**src/rtl/slxf_pkg.sv**
```systemverilog
// ----------------------------------------------------------------------------
// slxf_pkg
// Shared constants and types of the sync/length/XOR frame receiver.
// ----------------------------------------------------------------------------
package slxf_pkg;

	localparam int MaxFrame      = 64;
	localparam int PosW          = $clog2(MaxFrame);
	localparam int CountW        = PosW + 1;
	localparam int AddrW         = PosW + 1;
	localparam int PlenW         = 6;
	localparam int FrameOverhead = 7;
	localparam int PayloadOffset = 5;
	localparam int TypeOffset    = 4;
	localparam int HeaderBytes   = 4;

	localparam logic [7:0] SyncFirst  = 8'h55;
	localparam logic [7:0] SyncSecond = 8'hAA;

	typedef struct packed {
		logic             en;
		logic [AddrW-1:0] addr;
		logic [7:0]       data;
	} mem_wr_t;

	typedef struct packed {
		logic             slot;
		logic [7:0]       frame_type;
		logic [PlenW-1:0] payload_length;
		logic [15:0]      checksum_word;
	} desc_t;

endpackage

```
**src/rtl/slxf_front.sv**
```systemverilog
// ----------------------------------------------------------------------------
// slxf_front
// Byte parser: hunts for sync, checks the length, stores the frame and
// checks the XOR; posts a descriptor for each good frame.
// ----------------------------------------------------------------------------
module slxf_front (
	input  logic                    clk,
	input  logic                    arst_n,
	input  logic                    push,
	input  logic [7:0]              rx_byte,
	input  logic                    desc_full,
	output logic                    desc_push,
	output slxf_pkg::desc_t         desc,
	output slxf_pkg::mem_wr_t       mem_wr
);

	logic [slxf_pkg::CountW-1:0] byte_count_q;
	logic [slxf_pkg::CountW-1:0] decl_len_q;
	logic [7:0]                  xor_q;
	logic                        slot_q;
	logic [7:0]                  len_hi_q;
	logic [7:0]                  type_q;
	logic [7:0]                  chk_hi_q;

	logic                        accept;
	logic [slxf_pkg::CountW-1:0] pos;
	logic [slxf_pkg::CountW-1:0] pos_p1;
	logic [slxf_pkg::CountW:0]   pos_p2;
	logic [15:0]                 len_full;
	logic                        len_ok;
	logic                        xor_en;
	logic                        chk_hit;
	logic                        at_end;
	logic                        good;

	always_comb begin
		accept   = push & ~desc_full;
		// resynchronise should the count ever run past the store
		pos      = (byte_count_q >= slxf_pkg::CountW'(slxf_pkg::MaxFrame)) ? '0 : byte_count_q;
		pos_p1   = pos + slxf_pkg::CountW'(1);
		pos_p2   = {1'b0, pos} + (slxf_pkg::CountW + 1)'(2);
		len_full = {len_hi_q, rx_byte};
		len_ok   = (len_full >= 16'(slxf_pkg::FrameOverhead)) &&
		           (len_full <= 16'(slxf_pkg::MaxFrame));
		xor_en   = (pos < slxf_pkg::CountW'(slxf_pkg::HeaderBytes)) ||
		           (pos_p2 < {1'b0, decl_len_q});
		chk_hit  = (pos_p2 == {1'b0, decl_len_q});
		at_end   = (pos >= slxf_pkg::CountW'(slxf_pkg::HeaderBytes)) && (pos_p1 >= decl_len_q);
		good     = at_end && (xor_q == rx_byte);
	end

	always_ff @(posedge clk or negedge arst_n) begin
		if (!arst_n) begin
			byte_count_q <= '0;
			decl_len_q   <= '0;
			xor_q        <= '0;
			slot_q       <= 1'b0;
		end else if (accept) begin
			byte_count_q <= pos_p1;
			if (xor_en) begin
				xor_q <= xor_q ^ rx_byte;
			end
			if (pos == slxf_pkg::CountW'(0)) begin
				if (rx_byte != slxf_pkg::SyncFirst) begin
					byte_count_q <= '0;
					xor_q        <= '0;
				end
			end else if (pos == slxf_pkg::CountW'(1)) begin
				if (rx_byte != slxf_pkg::SyncSecond) begin
					byte_count_q <= '0;
					xor_q        <= '0;
				end
			end else if (pos == slxf_pkg::CountW'(3)) begin
				if (len_ok) begin
					decl_len_q <= len_full[slxf_pkg::CountW-1:0];
				end else begin
					decl_len_q   <= '0;
					byte_count_q <= '0;
					xor_q        <= '0;
				end
			end else if (at_end) begin
				byte_count_q <= '0;
				xor_q        <= '0;
				decl_len_q   <= '0;
				// hand the filled slot to the back end
				if (good) begin
					slot_q <= ~slot_q;
				end
			end
		end
	end

	always_ff @(posedge clk) begin
		if (accept) begin
			if (pos == slxf_pkg::CountW'(2)) begin
				len_hi_q <= rx_byte;
			end
			if (pos == slxf_pkg::CountW'(slxf_pkg::TypeOffset)) begin
				type_q <= rx_byte;
			end
			if (chk_hit) begin
				chk_hi_q <= rx_byte;
			end
		end
	end

	always_comb begin
		desc_push           = accept & good;
		desc.slot           = slot_q;
		desc.frame_type     = type_q;
		desc.payload_length = slxf_pkg::PlenW'(decl_len_q -
		                      slxf_pkg::CountW'(slxf_pkg::FrameOverhead));
		desc.checksum_word  = {chk_hi_q, rx_byte};
		mem_wr.en           = accept;
		mem_wr.addr         = {slot_q, pos[slxf_pkg::PosW-1:0]};
		mem_wr.data         = rx_byte;
	end

endmodule

```
**src/rtl/slxf_desc_fifo.sv**
```systemverilog
// ----------------------------------------------------------------------------
// slxf_desc_fifo
// Two-entry queue of frame descriptors between parser and result sequencer.
// ----------------------------------------------------------------------------
module slxf_desc_fifo (
	input  logic            clk,
	input  logic            arst_n,
	input  logic            wr_en,
	input  slxf_pkg::desc_t wr_data,
	input  logic            rd_en,
	output slxf_pkg::desc_t rd_data,
	output logic            full,
	output logic            not_empty
);

	slxf_pkg::desc_t entry_q [2];
	logic            wr_ptr_q;
	logic            rd_ptr_q;
	logic [1:0]      count_q;

	always_comb begin
		full      = (count_q == 2'd2);
		not_empty = (count_q != 2'd0);
		rd_data   = entry_q[rd_ptr_q];
	end

	always_ff @(posedge clk or negedge arst_n) begin
		if (!arst_n) begin
			wr_ptr_q <= 1'b0;
			rd_ptr_q <= 1'b0;
			count_q  <= '0;
		end else begin
			if (wr_en) begin
				wr_ptr_q <= ~wr_ptr_q;
			end
			if (rd_en) begin
				rd_ptr_q <= ~rd_ptr_q;
			end
			if (wr_en && !rd_en) begin
				count_q <= count_q + 2'd1;
			end else if (rd_en && !wr_en) begin
				count_q <= count_q - 2'd1;
			end
		end
	end

	always_ff @(posedge clk) begin
		if (wr_en) begin
			entry_q[wr_ptr_q] <= wr_data;
		end
	end

endmodule

```
**src/rtl/slxf_back.sv**
```systemverilog
// ----------------------------------------------------------------------------
// slxf_back
// Frame store and result sequencer: walks the payload of each descriptor
// and presents one result per byte (one if empty) in an output register.
// ----------------------------------------------------------------------------
module slxf_back (
	input  logic                        clk,
	input  logic                        arst_n,
	input  slxf_pkg::mem_wr_t           mem_wr,
	input  logic                        desc_valid,
	input  slxf_pkg::desc_t             desc,
	output logic                        desc_pop,
	input  logic                        pop,
	output logic                        empty,
	output logic [7:0]                  frame_type,
	output logic [slxf_pkg::PlenW-1:0]  payload_length,
	output logic [slxf_pkg::PlenW-1:0]  payload_index,
	output logic [7:0]                  payload_byte,
	output logic                        has_byte,
	output logic [15:0]                 checksum_word,
	output logic                        is_last
);

	typedef enum logic {
		ST_ISSUE,
		ST_LOAD
	} state_t;

	localparam int Depth = 2 * slxf_pkg::MaxFrame;

	logic [7:0]                 mem [Depth];
	logic [7:0]                 rd_data_s1;
	state_t                     state_q;
	logic [slxf_pkg::PlenW-1:0] k_q;
	logic                       out_valid_q;

	logic                       issue;
	logic                       has;
	logic                       last;
	logic [slxf_pkg::PosW-1:0]  rd_pos;

	always_comb begin
		issue    = (state_q == ST_ISSUE) && desc_valid && (!out_valid_q || pop);
		has      = (desc.payload_length != '0);
		last     = !has || (k_q == desc.payload_length - slxf_pkg::PlenW'(1));
		rd_pos   = slxf_pkg::PosW'(slxf_pkg::PayloadOffset) + slxf_pkg::PosW'(k_q);
		desc_pop = (state_q == ST_LOAD) && last;
		empty    = ~out_valid_q;
	end

	always_ff @(posedge clk) begin
		if (mem_wr.en) begin
			mem[mem_wr.addr] <= mem_wr.data;
		end
		if (issue) begin
			rd_data_s1 <= mem[{desc.slot, rd_pos}];
		end
	end

	always_ff @(posedge clk or negedge arst_n) begin
		if (!arst_n) begin
			state_q        <= ST_ISSUE;
			k_q            <= '0;
			out_valid_q    <= 1'b0;
			frame_type     <= '0;
			payload_length <= '0;
			payload_index  <= '0;
			payload_byte   <= '0;
			has_byte       <= 1'b0;
			checksum_word  <= '0;
			is_last        <= 1'b0;
		end else begin
			if (pop && out_valid_q) begin
				out_valid_q <= 1'b0;
			end
			case (state_q)
				ST_ISSUE: begin
					if (issue) begin
						state_q <= ST_LOAD;
					end
				end
				ST_LOAD: begin
					// output register is free here: the read was issued only then
					out_valid_q    <= 1'b1;
					frame_type     <= desc.frame_type;
					payload_length <= desc.payload_length;
					payload_index  <= has ? k_q : '0;
					payload_byte   <= has ? rd_data_s1 : 8'h00;
					has_byte       <= has;
					checksum_word  <= desc.checksum_word;
					is_last        <= last;
					k_q            <= last ? '0 : k_q + slxf_pkg::PlenW'(1);
					state_q        <= ST_ISSUE;
				end
				default: begin
					state_q <= ST_ISSUE;
				end
			endcase
		end
	end

endmodule

```
**src/rtl/sync_length_xor_frame_receiver.sv**
```systemverilog
// ----------------------------------------------------------------------------
// sync_length_xor_frame_receiver
// Receives bytes, finds 0x55 0xAA framed packets with a length field and an XOR-8
// check, and emits one result per payload byte of each good frame (one if empty).
// ----------------------------------------------------------------------------
//  channel  | handshake       | payload
//  ---------+-----------------+------------------------------------------------
//  input    | push / full     | rx_byte
//  result   | empty / pop     | frame_type, payload_length, payload_index,
//           |                 | payload_byte, has_byte, checksum_word, is_last
//
//  Bytes are taken one per cycle while full is low; the parser needs no gaps.
//  Each result goes through a frame store read, then the output register.
//  full rises while two good frames wait, as each one holds a store slot.
//  Reset clears parser, queue and sequencer at once; the store needs no clearing.
//  A stalled result holds in the output register; parsing goes on meanwhile.
// ----------------------------------------------------------------------------
module sync_length_xor_frame_receiver (
	input  logic                        clk,
	input  logic                        arst_n,
	input  logic                        push,
	output logic                        full,
	input  logic [7:0]                  rx_byte,
	output logic                        empty,
	input  logic                        pop,
	output logic [7:0]                  frame_type,
	output logic [slxf_pkg::PlenW-1:0]  payload_length,
	output logic [slxf_pkg::PlenW-1:0]  payload_index,
	output logic [7:0]                  payload_byte,
	output logic                        has_byte,
	output logic [15:0]                 checksum_word,
	output logic                        is_last
);

	slxf_pkg::desc_t   desc_in;
	slxf_pkg::desc_t   desc_out;
	slxf_pkg::mem_wr_t mem_wr;
	logic              desc_push;
	logic              desc_pop;
	logic              desc_full;
	logic              desc_valid;

	assign full = desc_full;

	slxf_front u_front (
		.clk       (clk),
		.arst_n    (arst_n),
		.push      (push),
		.rx_byte   (rx_byte),
		.desc_full (desc_full),
		.desc_push (desc_push),
		.desc      (desc_in),
		.mem_wr    (mem_wr)
	);

	slxf_desc_fifo u_desc_fifo (
		.clk       (clk),
		.arst_n    (arst_n),
		.wr_en     (desc_push),
		.wr_data   (desc_in),
		.rd_en     (desc_pop),
		.rd_data   (desc_out),
		.full      (desc_full),
		.not_empty (desc_valid)
	);

	slxf_back u_back (
		.clk            (clk),
		.arst_n         (arst_n),
		.mem_wr         (mem_wr),
		.desc_valid     (desc_valid),
		.desc           (desc_out),
		.desc_pop       (desc_pop),
		.pop            (pop),
		.empty          (empty),
		.frame_type     (frame_type),
		.payload_length (payload_length),
		.payload_index  (payload_index),
		.payload_byte   (payload_byte),
		.has_byte       (has_byte),
		.checksum_word  (checksum_word),
		.is_last        (is_last)
	);

endmodule

```
**config.mk**
```make
export PLATFORM = sky130hd
export DESIGN_NAME = sync_length_xor_frame_receiver
export DESIGN_NICKNAME = d
export VERILOG_FILES = /design/src/rtl/slxf_pkg.sv /design/src/rtl/slxf_front.sv /design/src/rtl/slxf_desc_fifo.sv /design/src/rtl/slxf_back.sv /design/src/rtl/sync_length_xor_frame_receiver.sv
export SDC_FILE = /design/constraint.sdc
export NUM_CORES = 1
export LEC_CHECK = 0
export BUFFER_PORTS_ARGS = -buffer_cell sky130_fd_sc_hd__buf_4
export CORE_UTILIZATION = 40
export DETAILED_ROUTE_END_ITERATION = 8
export PLACE_DENSITY = 0.63
export SYNTH_ARGS = -nofsm -noshare
export SYNTH_HDL_FRONTEND = slang
export SYNTH_HIERARCHICAL = 1
export SYNTH_SLANG_ARGS = --single-unit
```
**constraint.sdc**
```tcl
create_clock -name clk -period 6.4 [get_ports clk]
set_clock_uncertainty 0.05 [all_clocks]
set_input_delay 0.64 -clock clk [delete_from_list [all_inputs] [get_ports clk]]
set_output_delay 0.64 -clock clk [all_outputs]
set_load 0.01 [all_outputs]
```
== Word level (Yosys, flattened, before mapping) ==
Memory sizes are Yosys's and may differ from the RTL's. A register that Yosys moved wholly into a read port is not among the register bits.
Cells that the tools add are included.
Storage, ports and cells
  memories: 2
  bits in latches: 0
  bits in registers: 105
  bits of input ports: 12
  output and inout bits: 48
  memory bits (writable): 1086
  bits in read-only memories: 0
Operators by class
  bitwise logic cells: 12
  multiplexer cells: 32
  $add $sub $neg: 8
  order comparisons: 7
  eq/ne operators: 10
  shifts and indexed selects: 0
  div/mod/pow operators: 0
  multiply operators: 0
  reduce and logical (&&, ||, !) cells: 27
Memories
  u_back.mem: words 128, width 8, rd ports 1, clocked after memory_dff 1, wr ports 1, RTL line slxf_back.sv:31  | logic [7:0] mem [Depth];
  u_desc_fifo.entry_q: words 2, width 31, rd ports 1, clocked after memory_dff 0, wr ports 1, RTL line slxf_desc_fifo.sv:16  | slxf_pkg::desc_t entry_q [2];
Operator list (count)
  $mux 7: 11
  $mux 8: 9
  $ge 16x3->1 const B: 1
  $le 16x7->1 const B: 1
  $eq 7x2->1 const B: 2
  $mux 6: 2
  $logic_and 1x1->1: 9
  $not 1->1: 9
  $add 7x2->8 const B: 1
  $eq 8x7->1: 1
  $eq 8x8->1: 1
  $lt 8x7->1: 1
  $ne 8x7->1 const B: 1
  $ne 8x8->1 const B: 1
  $reduce_bool 2->1: 4
  $xor 8x8->8: 1
  $add 7x1->7 const B: 1
  $eq 7x1->1 const B: 1
  $eq 7x3->1 const B: 1
  $ge 7x3->1 const B: 1
  $ge 7x7->1: 1
  $ge 7x7->1 const B: 1
  $logic_not 7->1: 1
  $lt 7x3->1 const B: 1
  other kinds (18): 33

== Longest topological paths before layout ==
  depth in word-level cells: 11
  mapped depth: 16

== Hierarchy ==
The synthesis kept the hierarchy.
By module, submodules not included
  slxf_back: cells an instance 2136, area each 42381.9 µm², seq. area each 32341.0 µm², instances 1
  slxf_front: cells an instance 269, area each 2905.3 µm², seq. area each 1296.2 µm², instances 1
  slxf_desc_fifo: cells an instance 113, area each 2580.0 µm², seq. area each 1961.9 µm², instances 1

== Least setup slack after synthesis ==
Ideal clock, no wire load.
  path kind: register to register
  from: register u_front/byte_count_q[6] (netlist name)
  to: memory u_desc_fifo/entry_q[0][0] (netlist name) (enable)
  required time: 5.927 ns
  setup slack: 1.900 ns
  clock period less this slack: 4.500 ns
  cell stages (with the launch flop): 13
  arrival time: 4.028 ns
  setup time: 0.423 ns
  path through: dfrtp_1 > clkbuf_1 > nand2b_1 > inv_1 > ha_1 > nand4_1 > xor2_1 > nor2_1 > ha_1 > o2111ai_1 > o21a_1 > nor3_1 > nor2b_1
RTL lines
  start, declared: RTL line slxf_front.sv:17  | logic [slxf_pkg::CountW-1:0] byte_count_q;
  start signal, assigned: RTL line slxf_front.sv:59  | byte_count_q <= pos_p1;
  end, declared: RTL line slxf_desc_fifo.sv:16

==> summary.md <==
| Metric | Value |
|---|---|
| Internal reg-to-reg setup slack | `2020 ps` |
| Simple-Gate Fraction of Synth Area | `0.0565` |
| Sequential share of the synthesized area | `0.744` |
| Place WS | `2130 ps` |
| N_diodes | `0` |
| # port buffers | `59` |
| FF+latch count, synth | `1199` |
| CTS Buffer Depth | `3` |
| Most common cell in the netlist | `edfxtp_1` |
| Period minus WS final | `4380 ps` |
| DIE AREA | `121000 um2` |
| CP endpoint | `u_desc_fifo/entry_q[0][29]` |
| DRC | `0` |
| Synth top area cells | `edfxtp_1 70%, mux4_2 12%, dfrtp_1 4.2%` |
| Initial antenna violation count | `1` |
| Slew Limit Fails | `0` |
| Adder-cell area share of the yosys netlist | `0.00601` |
| Final Util | `0.453` |
| Largest family of logic cells by synthesized area | `multiplexers` |
| Post-layout instance area | `53700 um2` |
| Rel. slew slack | `0.157` |
| Cells after Synth | `2518` |
| Status | `completed` |
| Die width | `348 um` |
| Layout cells sized above 1 | `0.231` |
| Synth Area in Compound Gates | `0.0219` |
| RSZ-0062 raised after global routing | `no` |
| Clock root cell | `clkbuf_16` |
| Post-Synthesis Mean Instance Area | `19.0 um2` |
| Comb pwr share | `0.345` |
| Worst-path cell chain | `nor2b_2 > ha_1 > nand3_1 > xnor2_1 > ha_1 > o2111ai_1 > o21a_1 > nor3_1 > nor2b_2 > buf_4` |
| Initial Util | `0.404` |
| Slowest cell delay on critical path | `900 ps` |
| XOR/XNOR Fraction of Synth Area | `0.00677` |
| Largest net degree at the start of global routing | `108` |
| Fin. Hold Viols | `0` |
| Number of max-cap violations | `0` |
| Tcrit/Tclk final | `0.684` |
| Net count after synthesis | `2553` |
| First-pass GRT wire length | `163000 um` |
| Final setup viols | `0` |
| Arrival time worst endpoint | `4680 ps` |
| Mux cell area share after synthesis | `0.144` |
| Sequential power share | `0.381` |
| Worst IR drop on VDD | `448 uV` |
| CTS clk-pin slew, worst paths | `70 ps` |
| Pleak | `17.1 nW` |
| Routed vias | `24000` |
| Num CTS Buffers | `116` |
| Sw Ratio | `0.337` |
| Skew-Pair Late Insertion Delay | `700 ps` |
| H-tree Lvls | `3` |
| Post-synth top cells | `1118 x edfxtp_1, 256 x mux4_2, 246 x nand2_1, 140 x nor2_1, 94 x nand3_1` |
| # hold bufs at CTS | `0` |
| Number of global-route vias before repair | `24400` |
| Critical path endpoint category | `register` |
| Fraction of registers with async set or reset after synthesis | `0.0676` |
| # IOs | `60` |
| TNS Setup | `0 ps` |
| Post-CTS Setup Inserts | `0` |
| Reg2Reg Launch Point | `u_front/byte_count_q[6]` |
| Vias/cell | `5.61` |
| Worst Setup Path Type | `reg2reg` |
| Layout Area Growth over Synthesis | `12.1%` |
| Die Y | `348 um` |
| Avg WL per Cell | `25.5 um` |
| WP buf/inv | `1` |
| Power per cell area | `453 nW/um2` |
| Power, Total | `0.0243 W` |
| CP Launch Type | `register` |
| Number of synthesized flops with an enable pin | `1118` |
| CP Max Fanout | `31` |
| Total wire length | `109000 um` |
| Synth Flop Type | `edfxtp_1` |
| Worst path slowest cell | `nor2b_2` |
| Cts repair resizes | `0` |
| Row cnt | `126` |
| Violation count after the first detailed-route iteration | `2377` |
| Gr ovfl total | `0` |
| Tot GR Track Use | `0.181` |
| Synth Warn # | `6` |
| CP delay by family, top | `simple AND/OR/NAND/NOR gates` |
| Net count, final | `2614` |
| Hold/Removal Path Class | `in2async` |
| Switch Pwr | `0.00819 W` |
| Post-DRT Antenna Nets | `0` |
| DP HPWL | `64300 um` |
| Final WS setup | `2020 ps` |
| Reg-to-reg endpoint | `u_desc_fifo/entry_q[0][29]` |
| DP Area | `49900 um2` |
| Critical Path RT | `6700 ps` |
| CTS tree | `yes` |
| RePlAce Congestion | `0.848` |
| Distinct cell type count after synthesis | `65` |
| R2R cell count | `10` |
| # clock sinks | `1199` |
| Internal power | `0.0161 W` |
| CP Depth | `10` |
| Drt pass-1 iters | `5` |
| Least-Margin Pin Slew | `1260 ps` |
| Crit. Startpoint | `u_front/byte_count_q[6]` |
| Clk pwr share | `0.274` |
| Fmax | `0.228 GHz` |
| Core area | `118000 um2` |
| Largest area contributor in the netlist | `edfxtp_1` |
| Post-Syn Area | `47900 um2` |
| Area share of the largest cell type after synthesis | `0.701` |
==> power groups by stage <==
stage	Sequential, W	Combinational [W]	Clock, W
6_report	0.00926	0.00840	0.00667
2_1_floorplan	0.00925	0.00584	0
3_3_place_gp	0.00941	0.00835	0
3_5_place_dp	0.00943	0.00842	0
5_1_grt	0.00930	0.00891	0.00708
4_1_cts	0.00926	0.00845	0.00679
==> state kept, by name, summed over array words and instances (netlist names), 2 cells and up <==
register / flops
u_back/mem: 1024
u_desc_fifo/entry_q: 62
u_back/checksum_word: 16
u_back/frame_type: 8
u_back/payload_byte: 8
u_back/rd_data_s1: 8
u_front/chk_hi_q: 8
u_front/len_hi_q: 8
u_front/type_q: 8
u_front/xor_q: 8
u_front/byte_count_q: 7
u_front/decl_len_q: 7
u_back/k_q: 6
u_back/payload_index: 6
u_back/payload_length: 6
u_desc_fifo/count_q: 2
==> layout make-up <==
| cell class | instances | area (um2) |
|---|---|---|
| Sequential cell | 1199 | 35600 |
| Inverter | 24 | 90.1 |
| Fill cell | 9938 | 64700 |
| Clock buffer | 148 | 3110 |
| Tap cell | 1600 | 2000 |
| Multi-Input combinational cell | 1137 | 11400 |
| Timing Repair Buffer | 101 | 846 |
| Clock inverter | 71 | 612 |
==> layer usage <==
metal | share of wire | global-route usage
met1 | 0.42 | 0.252
met2 | 0.49 | 0.294
met3 | 0.064 | 0.0303
met4 | 0.024 | 0.0509
met5 | 0 | 0
==> cells in the final DEF, fill, tap and decap left out, drive strengths merged, types with 53 or more instances in the layout <==
master  count
nand3      94
dfrtp      81
clkbuf    148
mux4      256
nor2      141
mux2       61
nand2     246
edfxtp   1118
buf       101
clkinv     53
==> through the flow <==
step,instances,hold slack (ps)
floorplan,2518,294
CTS,4280,97.9
finish,4280,83.5
global placement,4061,373
detailed placement,4061,384
global route,4280,145
==> worst reg2reg max path: cells and delay by family (launching register included) <==
family	cells	cell delay (ps)
AOI/OAI and AO/OA	2	360
xor gates and xnor gates	1	180
adders and majority gates	2	750
buffers and inverters	1	380
DFF	1	540
and+or+nand+nor	4	1760
==> kinds of logic (layout without fill, tap and decap cells) <==
group,count (synthesis),in the layout
multiplexers,351,351
XOR/XNOR,37,37
adder cells (fa/ha/maj),23,23
flip-flops,1199,1199
AND/OR/NAND/NOR,601,601
buffers and inverters,182,344
AO/OA/AOI/OAI,125,125
==> worst min-delay path by stage <==
stage               slack (ps)               from  cells past startpoint                         end
detailed placement         380  u_front/type_q[0]                      0  u_desc_fifo/entry_q[1][22]
global placement           370  u_front/type_q[0]                      0  u_desc_fifo/entry_q[1][22]
floorplan                  290             arst_n                      0     u_back/checksum_word[0]
finish                      80             arst_n                      1      u_back/payload_byte[2]
CTS                        100             arst_n                      1      u_back/payload_byte[7]
global route               150             arst_n                      1      u_back/payload_byte[2]
(Power assumes the default switching activity.)
